[src/sv/coalescing_sound_event_queue_defines.svh]
// ----------------------------------------------------------------------------
// coalescing_sound_event_queue_defines
// Assertion macros shared by the sound event queue modules.
// ----------------------------------------------------------------------------
`ifndef COALESCING_SOUND_EVENT_QUEUE_DEFINES_SVH
`define COALESCING_SOUND_EVENT_QUEUE_DEFINES_SVH

// Checked while out of reset.
`define CSQ_ASSERT(lbl, prop, msg) \
    lbl: assert property (@(posedge i_clk) disable iff (!i_rst_n) prop) else $error(msg);

// Checked at every edge, reset included.
`define CSQ_ASSERT_ALWAYS(lbl, prop, msg) \
    lbl: assert property (@(posedge i_clk) prop) else $error(msg);

`endif

[src/sv/csq_pkg.sv]
// ----------------------------------------------------------------------------
// csq_pkg
// Types and constants of the coalescing sound event queue.
// ----------------------------------------------------------------------------
package csq_pkg;

    localparam int QUEUE_DEPTH = 16;
    localparam int IDX_W       = $clog2(QUEUE_DEPTH);
    localparam int CNT_W       = $clog2(QUEUE_DEPTH + 1);

    localparam int SND_W   = 8;
    localparam int VOL_W   = 7;
    localparam int COORD_W = 16;
    localparam int ENTRY_W = SND_W + VOL_W;

    // 100*d + range - 1 stays below 2^23 for 16-bit d and range
    localparam int NUM_W  = 23;
    // quotient never exceeds 100 for a heard sound with nonzero range
    localparam int Q_W    = 7;
    localparam int STEP_W = $clog2(Q_W);

    localparam logic [VOL_W-1:0]   VOL_MAX   = 7'd100;
    localparam logic [VOL_W-1:0]   VOL_MIN   = 7'd10;
    localparam logic [Q_W-1:0]     Q_FLOOR   = 7'd90;
    localparam logic [COORD_W-1:0] RANGE_RST = 16'd525;

    typedef enum logic [1:0] {
        KIND_PLAY   = 2'd0,
        KIND_LOCATE = 2'd1,
        KIND_DRAIN  = 2'd2,
        KIND_CLEAR  = 2'd3
    } t_kind;

    typedef enum logic {
        CFG_AUDIO_ON = 1'b0,
        CFG_RANGE    = 1'b1
    } t_cfg_idx;

    typedef enum logic [2:0] {
        S_IDLE,
        S_VOL,
        S_RD,
        S_CMP,
        S_DRD,
        S_DOUT
    } t_state;

    typedef enum logic [2:0] {
        V_IDLE,
        V_MUL,
        V_ADD,
        V_DIV,
        V_DONE
    } t_vstate;

    typedef struct packed {
        logic             done;
        logic             heard;
        logic [VOL_W-1:0] vol;
    } t_vol_res;

endpackage

[src/sv/csq_ram.sv]
// ----------------------------------------------------------------------------
// csq_ram
// Generic RAM: one write port, one read port, registered read data.
// ----------------------------------------------------------------------------
module csq_ram #(
    parameter int WIDTH = 8,
    parameter int DEPTH = 16
) (
    input  logic                     i_clk,
    input  logic                     i_we,
    input  logic [$clog2(DEPTH)-1:0] i_waddr,
    input  logic [WIDTH-1:0]         i_wdata,
    input  logic                     i_re,
    input  logic [$clog2(DEPTH)-1:0] i_raddr,
    output logic [WIDTH-1:0]         o_rdata
);

    logic [WIDTH-1:0] r_mem [DEPTH];
    logic [WIDTH-1:0] r_rdata;

    always_ff @(posedge i_clk) begin
        if (i_we) begin
            r_mem[i_waddr] <= i_wdata;
        end
        if (i_re) begin
            r_rdata <= r_mem[i_raddr];
        end
    end

    assign o_rdata = r_rdata;

endmodule

[src/sv/csq_vol.sv]
// ----------------------------------------------------------------------------
// csq_vol
// Volume of a located sound: 100 - ceil(100*d/range), floored at 10,
// by a restoring divider that yields one quotient bit per cycle.
// ----------------------------------------------------------------------------
`include "coalescing_sound_event_queue_defines.svh"

module csq_vol (
    input  logic                  i_clk,
    input  logic                  i_rst_n,
    input  logic                  i_go,
    input  logic [15:0]           i_dist,
    input  logic [15:0]           i_range,
    output csq_pkg::t_vol_res     o_res
);
    import csq_pkg::*;

    t_vstate             r_vstate, n_vstate;
    logic [COORD_W-1:0]  r_dist, n_dist;
    logic [COORD_W-1:0]  r_range, n_range;
    logic [NUM_W-1:0]    r_num, n_num;
    logic [NUM_W-1:0]    r_div, n_div;
    logic [Q_W-1:0]      r_q, n_q;
    logic [STEP_W-1:0]   r_step, n_step;
    logic                r_heard, n_heard;
    logic                ge;

    assign ge = (r_num >= r_div);

    // next state
    always_comb begin
        n_vstate = r_vstate;
        unique case (r_vstate)
            V_IDLE: if (i_go) n_vstate = V_MUL;
            V_MUL:  n_vstate = V_ADD;
            V_ADD:  n_vstate = V_DIV;
            V_DIV:  if (r_step == STEP_W'(Q_W - 1)) n_vstate = V_DONE;
            V_DONE: n_vstate = V_IDLE;
            default: n_vstate = V_IDLE;
        endcase
    end

    // datapath
    always_comb begin
        n_dist  = r_dist;
        n_range = r_range;
        n_num   = r_num;
        n_div   = r_div;
        n_q     = r_q;
        n_step  = r_step;
        n_heard = r_heard;
        unique case (r_vstate)
            V_IDLE: begin
                if (i_go) begin
                    n_dist  = i_dist;
                    n_range = i_range;
                end
            end
            V_MUL: begin
                // 100*d = 64*d + 32*d + 4*d
                n_num   = NUM_W'({r_dist, 6'b0}) + NUM_W'({r_dist, 5'b0})
                        + NUM_W'({r_dist, 2'b0});
                n_heard = (r_dist <= r_range);
            end
            V_ADD: begin
                n_num  = r_num + NUM_W'(r_range) - NUM_W'(1);
                n_div  = NUM_W'(r_range) << (Q_W - 1);
                n_q    = '0;
                n_step = '0;
            end
            V_DIV: begin
                if (ge) begin
                    n_num = r_num - r_div;
                end
                n_q    = {r_q[Q_W-2:0], ge};
                n_div  = r_div >> 1;
                n_step = r_step + STEP_W'(1);
            end
            V_DONE: begin
            end
            default: begin
            end
        endcase
    end

    // outputs
    always_comb begin
        o_res.done  = (r_vstate == V_DONE);
        o_res.heard = r_heard;
        if (r_range == '0) begin
            o_res.vol = VOL_MAX;
        end else if (r_q >= Q_FLOOR) begin
            o_res.vol = VOL_MIN;
        end else begin
            o_res.vol = VOL_MAX - r_q;
        end
    end

    always_ff @(posedge i_clk) begin
        if (!i_rst_n) begin
            r_vstate <= V_IDLE;
        end else begin
            r_vstate <= n_vstate;
        end
        r_dist  <= n_dist;
        r_range <= n_range;
        r_num   <= n_num;
        r_div   <= n_div;
        r_q     <= n_q;
        r_step  <= n_step;
        r_heard <= n_heard;
    end

    `CSQ_ASSERT(a_vol_bounds, o_res.done |-> (o_res.vol >= VOL_MIN && o_res.vol <= VOL_MAX), "volume out of bounds")
    `CSQ_ASSERT(a_done_pulse, o_res.done |=> !o_res.done, "done held for more than one cycle")
    `CSQ_ASSERT(a_go_starts, (i_go && r_vstate == V_IDLE) |=> r_vstate == V_MUL, "start ignored")

endmodule

[src/sv/coalescing_sound_event_queue.sv]
// ----------------------------------------------------------------------------
// coalescing_sound_event_queue
// Per-listener sound queue that merges repeated sounds and drains in order.
// ----------------------------------------------------------------------------
// Sequencing: play reads and compares each queued entry in turn; locate first runs
//   the serial divider; drain alternates a read state and an output state, since the
//   entry RAM read is registered; clear completes from idle.
// Throughput: one command at a time; busy stays high until it finishes.
// Results leave on o_valid and cannot be stalled by the receiver.
// Reset: synchronous, active low; empties the queue, audio off, range 525.
// ----------------------------------------------------------------------------
`include "coalescing_sound_event_queue_defines.svh"

module coalescing_sound_event_queue (
    input  logic        i_clk,
    input  logic        i_rst_n,
    input  logic        start,
    output logic        busy,
    input  logic [1:0]  i_kind,
    input  logic [7:0]  i_sound_id,
    input  logic [15:0] i_source_x,
    input  logic [15:0] i_source_y,
    input  logic [15:0] i_listener_x,
    input  logic [15:0] i_listener_y,
    input  logic        i_cfg_valid,
    output logic        o_cfg_ready,
    input  logic        i_cfg_index,
    input  logic [15:0] i_cfg_data,
    output logic        o_valid,
    output logic [7:0]  o_out_sound,
    output logic [6:0]  o_out_volume,
    output logic        o_last
);
    import csq_pkg::*;

    t_state              r_state, n_state;
    logic [SND_W-1:0]    r_sound, n_sound;
    logic [VOL_W-1:0]    r_vol, n_vol;
    logic [CNT_W-1:0]    r_idx, n_idx;
    logic [CNT_W-1:0]    r_count, n_count;
    logic                r_audio;
    logic [COORD_W-1:0]  r_range;

    logic                accept;
    t_kind               kind;
    logic [COORD_W-1:0]  dx, dy, cheb_d;
    logic                vol_go;
    t_vol_res            vol_res;

    logic                ram_we, ram_re;
    logic [IDX_W-1:0]    ram_waddr;
    logic [ENTRY_W-1:0]  ram_wdata, ram_rdata;
    logic [SND_W-1:0]    rd_sound;
    logic [VOL_W-1:0]    rd_vol;
    logic                at_end, match, last_out;

    assign accept = start && !busy;
    assign kind   = t_kind'(i_kind);

    assign dx     = (i_source_x >= i_listener_x) ? i_source_x - i_listener_x
                                                 : i_listener_x - i_source_x;
    assign dy     = (i_source_y >= i_listener_y) ? i_source_y - i_listener_y
                                                 : i_listener_y - i_source_y;
    assign cheb_d = (dx > dy) ? dx : dy;

    assign vol_go = accept && (kind == KIND_LOCATE) && r_audio;

    csq_vol u_vol (
        .i_clk   (i_clk),
        .i_rst_n (i_rst_n),
        .i_go    (vol_go),
        .i_dist  (cheb_d),
        .i_range (r_range),
        .o_res   (vol_res)
    );

    csq_ram #(
        .WIDTH (ENTRY_W),
        .DEPTH (QUEUE_DEPTH)
    ) u_ram (
        .i_clk   (i_clk),
        .i_we    (ram_we),
        .i_waddr (ram_waddr),
        .i_wdata (ram_wdata),
        .i_re    (ram_re),
        .i_raddr (r_idx[IDX_W-1:0]),
        .o_rdata (ram_rdata)
    );

    assign rd_sound = ram_rdata[ENTRY_W-1:VOL_W];
    assign rd_vol   = ram_rdata[VOL_W-1:0];
    assign at_end   = (r_idx == r_count);
    assign match    = (rd_sound == r_sound);
    assign last_out = ((r_idx + CNT_W'(1)) == r_count);

    // next state
    always_comb begin
        n_state = r_state;
        unique case (r_state)
            S_IDLE: begin
                if (accept) begin
                    unique case (kind)
                        KIND_PLAY:   if (r_audio) n_state = S_RD;
                        KIND_LOCATE: if (r_audio) n_state = S_VOL;
                        KIND_DRAIN:  if (r_count != '0) n_state = S_DRD;
                        KIND_CLEAR:  n_state = S_IDLE;
                        default:     n_state = S_IDLE;
                    endcase
                end
            end
            S_VOL:   if (vol_res.done) n_state = vol_res.heard ? S_RD : S_IDLE;
            S_RD:    n_state = at_end ? S_IDLE : S_CMP;
            S_CMP:   n_state = match ? S_IDLE : S_RD;
            S_DRD:   n_state = S_DOUT;
            S_DOUT:  n_state = last_out ? S_IDLE : S_DRD;
            default: n_state = S_IDLE;
        endcase
    end

    // outputs and memory controls
    always_comb begin
        busy         = (r_state != S_IDLE);
        o_cfg_ready  = (r_state == S_IDLE);
        o_valid      = (r_state == S_DOUT);
        o_out_sound  = rd_sound;
        o_out_volume = rd_vol;
        o_last       = last_out;
        ram_re       = (r_state == S_DRD) || (r_state == S_RD && !at_end);
        ram_we       = 1'b0;
        ram_waddr    = r_idx[IDX_W-1:0];
        ram_wdata    = {r_sound, r_vol};
        unique case (r_state)
            // append at the tail when not found and there is room
            S_RD:    ram_we = at_end && (r_count < CNT_W'(QUEUE_DEPTH));
            // merge: keep the louder volume
            S_CMP:   ram_we = match && (rd_vol < r_vol);
            default: ram_we = 1'b0;
        endcase
    end

    // datapath
    always_comb begin
        n_sound = r_sound;
        n_vol   = r_vol;
        n_idx   = r_idx;
        n_count = r_count;
        unique case (r_state)
            S_IDLE: begin
                n_idx = '0;
                if (accept) begin
                    n_sound = i_sound_id;
                    n_vol   = VOL_MAX;
                    if (kind == KIND_CLEAR) begin
                        n_count = '0;
                    end
                end
            end
            S_VOL: begin
                if (vol_res.done) begin
                    n_vol = vol_res.vol;
                end
            end
            S_RD: begin
                if (at_end && (r_count < CNT_W'(QUEUE_DEPTH))) begin
                    n_count = r_count + CNT_W'(1);
                end
            end
            S_CMP: begin
                if (!match) begin
                    n_idx = r_idx + CNT_W'(1);
                end
            end
            S_DRD: begin
            end
            S_DOUT: begin
                if (last_out) begin
                    n_count = '0;
                end else begin
                    n_idx = r_idx + CNT_W'(1);
                end
            end
            default: begin
            end
        endcase
    end

    always_ff @(posedge i_clk) begin
        if (!i_rst_n) begin
            r_state <= S_IDLE;
            r_count <= '0;
            r_audio <= 1'b0;
            r_range <= RANGE_RST;
        end else begin
            r_state <= n_state;
            r_count <= n_count;
            if (i_cfg_valid && o_cfg_ready) begin
                unique case (t_cfg_idx'(i_cfg_index))
                    CFG_AUDIO_ON: r_audio <= i_cfg_data[0];
                    CFG_RANGE:    r_range <= i_cfg_data;
                    default:      r_audio <= r_audio;
                endcase
            end
        end
        r_sound <= n_sound;
        r_vol   <= n_vol;
        r_idx   <= n_idx;
    end

    `CSQ_ASSERT_ALWAYS(a_count_max, !i_rst_n || r_count <= CNT_W'(QUEUE_DEPTH), "queue count exceeds depth")
    `CSQ_ASSERT(a_out_after_read, o_valid |-> $past(r_state == S_DRD), "result without prior read")
    `CSQ_ASSERT(a_last_empties, (o_valid && o_last) |=> r_count == '0, "drain left entries behind")
    `CSQ_ASSERT(a_no_rw_overlap, !(ram_we && ram_re), "entry RAM read and written at once")

endmodule

[config.mk]
export PLATFORM = sky130hd
export DESIGN_NAME = coalescing_sound_event_queue
export DESIGN_NICKNAME = d
export VERILOG_FILES = /design/src/sv/csq_pkg.sv /design/src/sv/csq_ram.sv /design/src/sv/csq_vol.sv /design/src/sv/coalescing_sound_event_queue.sv
export VERILOG_INCLUDE_DIRS = /design/src /design/src/sv
export SDC_FILE = /design/constraint.sdc
export NUM_CORES = 1
export LEC_CHECK = 0
export BUFFER_PORTS_ARGS = -buffer_cell sky130_fd_sc_hd__buf_4
export CORE_MARGIN = 2
export CORE_UTILIZATION = 30
export CTS_CLUSTER_DIAMETER = 200
export CTS_CLUSTER_SIZE = 14
export DETAILED_ROUTE_END_ITERATION = 12
export HOLD_SLACK_MARGIN = 0.12
export PLACE_DENSITY_LB_ADDON = 0.05
export SYNTH_ARGS = -nofsm -noshare
export SYNTH_HDL_FRONTEND = slang
export SYNTH_HIERARCHICAL = 1
export SYNTH_SLANG_ARGS = --single-unit
[constraint.sdc]
create_clock -name i_clk -period 5.55 [get_ports i_clk]
set_input_delay 0.8325 -clock i_clk [delete_from_list [all_inputs] [get_ports i_clk]]
set_output_delay 0.8325 -clock i_clk [all_outputs]
set_load 0.005 [all_outputs]
==> impl_metrics.json, run 1 <==
{
  "global_route.usage.total_pct": 16.6,
  "postSynthRegisterBits": 391,
  "power.share.switching_pct": 27.5,
  "netlist_area_um2": 23300,
  "gp_routability_congestion": 0.832,
  "run_status": "completed",
  "grtUsageMet1_pct": 21.2,
  "count_of_mapped_cells_out_of_synthesis": 1979,
  "fin_skew_ns": 0.0278,
  "cts-hold-fix-buffers": 0,
  "tritoncts.num_buffers": 31,
  "overflow": 0,
  "fin_tns_setup_ns": 0,
  "num-fill-cells": 7738,
  "power.share.combinational_pct": 18.6,
  "effective_utilization_at_floorplan_pct": 30.2,
  "final-instance-count-excl-fill": 3173,
  "grt_most_used_layer": "met2",
  "fp.dieArea_um2": 80000,
  "total_wire_length_um": 66000,
  "clkSinkCount": 391,
  "setup_violations": 0,
  "min_to": "r_sound[2]",
  "die_w_um": 283,
  "ctsRootBufferMaster": "sky130_fd_sc_hd__clkbuf_16",
  "die_height_um": 283,
  "tightestPinTransition_ns": 1.08,
  "synth_sequential_area_ratio_pct": 49.1,
  "unrepaired_setup_endpoints_after_global_routing": "no",
  "worst_slew_margin_rel_pct": 28.2,
  "worst_r2r_startpoint": "r_vol[1]",
  "timing.hold.worst_path_depth": 1,
  "path_clk_slew_ns": 0.09,
  "initialDrtViolationCount": 883,
  "area_delta_synth_final_pct": 13.5,
  "synth_largest_area_cell": "sky130_fd_sc_hd__edfxtp_1",
  "multi_input_area_um2": 10800,
  "placement_rows": 102,
  "hold_viol": 0,
  "vias_per_cell": 4.96,
  "grt.met3_usage_pct": 2.05,
  "ir_drop_worst_vdd_mv": 0.225,
  "netlist.area_leader.share_pct": 46.7,
  "vias": 15742,
  "layout_setup_ws_ns": 0.833,
  "synth_warnings": 6,
  "preCtsSetupSlack_ns": 0.161,
  "wl_per_cell_um": 20.8,
  "cts-root-to-sink-buffers": 3,
  "cts_post_setup_buffers_inserted": 0,
  "count_of_cell_types_in_the_netlist": 94,
  "drv.max_cap_violation_count": 0,
  "layout_worst_path_cycle_share_pct": 85.0,
  "hpwl_um": 48200,
  "netlist_top_cells_area": "sky130_fd_sc_hd__edfxtp_1 47%, sky130_fd_sc_hd__ha_1 10%, sky130_fd_sc_hd__mux4_2 4.2%, sky130_fd_sc_hd__inv_1 3.4%, sky130_fd_sc_hd__dfxtp_1 2.4%",
  "report.final.slew_viol_count": 0,
  "setup.reg_to_reg.worst_slack_ns": 1.62,
  "cp_data_arrival_time_ns": 5.11,
  "remaining_drc_errors": 0,
  "final-seq-area_um2": 11500,
  "drt.antenna.violating_nets": 0,
  "synth.avg_cell_area_um2": 11.8,
  "synth_nets": 2279,
  "synth_top_flop_cell": "sky130_fd_sc_hd__edfxtp_1",
  "core_area_um2": 77200,
  "clk-insertion-delay-late_ns": 0.63,
  "max_freq_mhz": 212,
  "timing.critical_path.required_ns": 5.95,
  "cts_tree": "yes",
  "reg2regPathDepth": 12,
  "critPathKind": "input pin to flip-flop",
  "pin_count": 114,
  "yosys.cell_count.top_type": "sky130_fd_sc_hd__edfxtp_1",
  "cts_resized": 0,
  "number_of_flops_mapped_to_enable_cells_by_yosys": 363,
  "power.static_leakage_nw": 10.2,
  "nets": 2407,
  "synth.cells.most_frequent": "363 x sky130_fd_sc_hd__edfxtp_1, 212 x sky130_fd_sc_hd__inv_1, 186 x sky130_fd_sc_hd__ha_1, 136 x sky130_fd_sc_hd__nand2_1, 118 x sky130_fd_sc_hd__nor2_1",
  "critPathMaxFanout": 16,
  "ratio_of_cells_with_drive_above_1_in_the_final_layout_pct": 13.9,
  "powerDensity_nw_per_um2": 255,
  "p_switching_mw": 1.86,
  "critPathLaunchType": "input pin",
  "h-tree-depth": 1,
  "total_power_mw": 6.76,
  "async_flop_share_pct": 0,
  "first_pass_iters": 5,
  "io_buffers": 113,
  "postLayoutCoreUtil_pct": 34.3,
  "rr_endpoint": "u_ram/r_mem[14][9]",
  "grt.met2_usage_pct": 29.9,
  "first_global_vias": 16247,
  "dp.cells": 3114,
  "power_frac_seq_pct": 49.6,
  "min-delay-start": "i_sound_id[2]",
  "grt_max_degree": 45,
  "hold_path.class": "input pin to flip-flop",
  "endpoint_kind": "flip-flop",
  "internal-power_mw": 4.90,
  "grt_first_pass_wirelength_um": 101000,
  "period_minus_slack_ns": 4.72,
  "clockPowerShare_pct": 31.8,
  "antenna_found_initial": 0
}
## layout make-up
class,count,area share [%]
clock buffer,57,3.30
clock inverter,1,0.0756
timing repair buffer,161,4.61
multi-input combinational,1310,40.8
antenna,1,0.00946
tap,1040,4.92
inverter,212,3.01
sequential,391,43.3
## power groups by stage
stage / Clock (mW) / Sequential [mW] / Combinational [mW]
after floorplan: 0 / 3.39 / 0.867
after global placement: 0 / 3.42 / 1.27
after detailed placement: 0 / 3.42 / 1.27
after CTS: 2.26 / 3.35 / 1.28
after global routing: 2.34 / 3.36 / 1.40
final: 2.15 / 3.35 / 1.26
## sequential cells by signal, indices dropped and copies added, names as in the netlist
| name | count |
|---|---|
| u_ram/r_mem | 240 |
| u_vol/r_num | 23 |
| r_audio | 1 |
| u_vol/r_heard | 1 |
| u_vol/r_div | 22 |
| r_sound | 8 |
| u_ram/o_rdata | 15 |
| r_idx | 5 |
| r_vol | 7 |
| u_vol/r_vstate | 3 |
| r_range | 16 |
| u_vol/r_range | 16 |
| u_vol/r_step | 3 |
| r_count | 5 |
| r_state | 3 |
| u_vol/r_q | 7 |
| u_vol/r_dist | 16 |
## per-layer routing
metal / wire [um] / vias to the layer above / part of all wire [%]
met1: 28700 / 7758 / 44
met5: 0 / - / 0
met3: 2670 / 75 / 4.0
met4: 1530 / 0 / 2.3
met2: 33100 / 320 / 50
li1: - / 7589 / -
## cell families after synthesis
group,share of synthesized area (%)
compound gates,13.7
flops,49.1
fa+ha+maj,11.6
mux,7.58
buf+inv,4.95
xor+xnor,3.53
simple gates,9.51
## worst max-delay path by stage
stage | end | slack, ns | cells past startpoint | startpoint
after floorplan | u_vol/r_dist[5] | 0.45 | 23 | i_source_x[0]
after global placement | u_vol/r_dist[5] | 0.25 | 22 | i_source_x[0]
after CTS | u_vol/r_dist[5] | 0.86 | 22 | i_source_x[0]
after global routing | u_vol/r_dist[2] | 0.53 | 23 | i_source_x[0]
final | u_vol/r_dist[5] | 0.83 | 22 | i_source_x[0]
after detailed placement | u_vol/r_dist[5] | 0.16 | 22 | i_source_x[0]
## critical path, stage by stage
cell and delay, ns:
sky130_fd_sc_hd__buf_4 0.11, sky130_fd_sc_hd__inv_1 0.05, sky130_fd_sc_hd__ha_1 0.16, sky130_fd_sc_hd__inv_1 0.06
sky130_fd_sc_hd__fa_1 0.38, sky130_fd_sc_hd__a21o_1 0.21, sky130_fd_sc_hd__a221oi_4 0.28, sky130_fd_sc_hd__a2111oi_2 0.16
sky130_fd_sc_hd__or4_1 0.60, sky130_fd_sc_hd__buf_4 0.20, sky130_fd_sc_hd__mux2i_1 0.22, sky130_fd_sc_hd__o211ai_1 0.14
sky130_fd_sc_hd__xnor2_1 0.32, sky130_fd_sc_hd__inv_1 0.08, sky130_fd_sc_hd__ha_1 0.29, sky130_fd_sc_hd__nand4_1 0.15
sky130_fd_sc_hd__nor2_1 0.14, sky130_fd_sc_hd__o21ai_0 0.12, sky130_fd_sc_hd__a21oi_2 0.23, sky130_fd_sc_hd__buf_12 0.18
sky130_fd_sc_hd__nor2_1 0.05, sky130_fd_sc_hd__a21o_1 0.16
## layout by cell type, fill, tap and decap left out, types with 32 or more instances in the layout
cell,instances
sky130_fd_sc_hd__o21ai_0,72
sky130_fd_sc_hd__xnor2_1,57
sky130_fd_sc_hd__a21oi_1,100
sky130_fd_sc_hd__edfxtp_1,363
sky130_fd_sc_hd__xor2_1,37
sky130_fd_sc_hd__a21o_1,47
sky130_fd_sc_hd__ha_1,186
sky130_fd_sc_hd__mux4_2,44
sky130_fd_sc_hd__nand3_1,34
sky130_fd_sc_hd__inv_1,211
sky130_fd_sc_hd__nand2_1,136
sky130_fd_sc_hd__nor2_1,106
sky130_fd_sc_hd__buf_4,160
sky130_fd_sc_hd__a22oi_1,32
## metrics by stage
step / hold WS, ns / cell area [um2]
after floorplan: 0.408 / 23300
final: 0.384 / 26500
after CTS: 0.332 / 26500
after global routing: 0.354 / 26500
after global placement: 0.418 / 25600
after detailed placement: 0.419 / 25600
(Power assumes the default switching activity.)
==> run 2: changes to the inputs <==
==> constraint.sdc (replaced) <==
create_clock -name i_clk -period 4.7 [get_ports i_clk]
set_input_delay 0.705 -clock i_clk [delete_from_list [all_inputs] [get_ports i_clk]]
set_output_delay 0.705 -clock i_clk [all_outputs]
set_load 0.005 [all_outputs]
==> run 2 against run 1 <==
- first-iteration DRC count shrank 4.0%
- design area rose by 3.0%
- global-route usage is 0.34 points higher
- flip-flop and latch count unchanged
- clock power grew 14%
- critical endpoint unchanged
==> impl_metrics.json, run 2 (same netlist as run 1, synthesis figures left out) <==
{
  "run_status": "completed",
  "report.final.slew_viol_count": 0,
  "pin_count": 114,
  "worst_path_max_delay_cell": "sky130_fd_sc_hd__fa_2",
  "setup_violations": 0,
  "overflow": 0,
  "setup.reg_to_reg.worst_slack_ns": 1.05,
  "first_global_vias": 16939,
  "dpl_cell_area_um2": 26300,
  "tritoncts.num_buffers": 31,
  "num-fill-cells": 7674,
  "h-tree-depth": 1,
  "clkSinkCount": 391,
  "grt_first_pass_wirelength_um": 103000,
  "layout_worst_path_cycle_share_pct": 94.7,
  "critPathMaxFanout": 10,
  "global_route.usage.total_pct": 17.0,
  "nets": 2506,
  "powerDensity_nw_per_um2": 298,
  "ctsRootBufferMaster": "sky130_fd_sc_hd__clkbuf_16",
  "postLayoutCoreUtil_pct": 35.3,
  "fin_worst_hold_slack_ns": 0.263,
  "fp.dieArea_um2": 80000,
  "hpwl_um": 49100,
  "grt_max_degree": 61,
  "tightestPinTransition_ns": 1.08,
  "hold_viol": 0,
  "vias_per_cell": 4.97,
  "placement_rows": 102,
  "path_clk_slew_ns": 0.07,
  "total_wire_length_um": 67700,
  "unrepaired_setup_endpoints_after_global_routing": "yes",
  "io_buffers": 113,
  "critPathLaunchType": "input pin",
  "die_w_um": 283,
  "critPathKind": "input pin to flip-flop",
  "ratio_of_cells_with_drive_above_1_in_the_final_layout_pct": 18.2,
  "worst_slew_margin_rel_pct": 28.1,
  "preCtsSetupSlack_ns": -0.421,
  "drt.antenna.violating_nets": 0,
  "power.static_leakage_nw": 10.7,
  "antenna_found_initial": 1,
  "gp_routability_congestion": 0.846,
  "multi_input_area_um2": 10800,
  "hold_path.class": "input pin to flip-flop",
  "postLayoutCellArea_um2": 27300,
  "initialDrtViolationCount": 848,
  "ir_drop_worst_vdd_mv": 0.223,
  "period_minus_slack_ns": 4.45,
  "max_stage_delay_ns": 0.34,
  "wl_per_cell_um": 20.8,
  "clk-insertion-delay-late_ns": 0.62,
  "drv.max_cap_violation_count": 0,
  "first_pass_iters": 5,
  "die_height_um": 283,
  "timing.critical_path.required_ns": 5.07,
  "most-common-layout-cells": "363 x sky130_fd_sc_hd__edfxtp_1, 256 x sky130_fd_sc_hd__buf_4, 211 x sky130_fd_sc_hd__inv_1",
  "largest-register": "u_ram/r_mem",
  "critPathMostFrequentCell": "sky130_fd_sc_hd__buf_4",
  "largest_register_ff_count": 240,
  "max_freq_mhz": 225,
  "cts-root-to-sink-buffers": 3,
  "core_area_um2": 77200,
  "final-seq-area_um2": 11500,
  "area_delta_synth_final_pct": 16.9,
  "fin_tns_setup_ns": 0,
  "most_common_cell_after_layout_fill_and_taps_aside": "sky130_fd_sc_hd__edfxtp_1",
  "endpoint_kind": "flip-flop",
  "cts_tree": "yes",
  "cp_data_arrival_time_ns": 4.82,
  "vias": 16174,
  "fin_skew_ns": 0.0176,
  "antennaDiodeCount": 0,
  "effective_utilization_at_floorplan_pct": 30.2,
  "layout_setup_ws_ns": 0.251,
  "remaining_drc_errors": 0,
  "largest_registers": "u_ram/r_mem (240), u_vol/r_num (23), u_vol/r_div (22)"
}
[run 2: metal layers]
layer | vias to the layer above | track usage, % | wire length [um] | part of all wire (%)
met4 | 0 | 3.68 | 1380 | 2.0
met5 | - | 0 | 0 | 0
li1 | 7776 | - | - | -
met1 | 8043 | 21.7 | 29900 | 44
met3 | 69 | 1.65 | 2240 | 3.3
met2 | 286 | 31.0 | 34200 | 51
[run 2: final timing paths]
kind / end / start / cells past startpoint
min: r_sound[5] / i_sound_id[5] / 1
max reg2reg: u_ram/r_mem[3][6] / r_vol[1] / 12
max: u_vol/r_dist[5] / i_source_x[0] / 26
min reg2reg: u_vol/r_range[9] / r_range[9] / 0
[run 2: metrics by stage]
| stage | std cells | total power, mW |
|---|---|---|
| after floorplan | 1979 | 5.04 |
| after CTS | 3253 | 8.21 |
| after global placement | 3209 | 5.71 |
| after global routing | 3257 | 8.56 |
| final | 3257 | 8.14 |
| after detailed placement | 3209 | 5.72 |
[run 2: critical path, delay by kind of cell]
kind,cells,cell delay [ns]
adders and majority gates,3,0.81
buffers and inverters,9,1.12
and+or+nand+nor,4,0.49
AOI/OAI and AO/OA,9,1.51
xor gates and xnor gates,1,0.18
[run 2: timing repair]
action,CTS,global route
hold buffers,0,0
setup buffers,0,3
gates resized for setup,0,9
hold endpoints to repair,0,0
setup endpoints to repair,0,16
[run 2: layout make-up]
class	instances	area share (%)
clock buffer	43	3.01
tap	1040	4.77
timing repair buffer	260	7.36
sequential	391	42.1
inverter	212	2.92
multi-input combinational	1310	39.8
clock inverter	1	0.0735
[run 2: power breakdown]
group	total, mW	leakage [nW]	internal (mW)	switching (mW)
Combinational	1.73	6.78	0.836	0.898
Clock	2.45	0.406	1.20	1.25
Sequential	3.95	3.53	3.88	0.0680
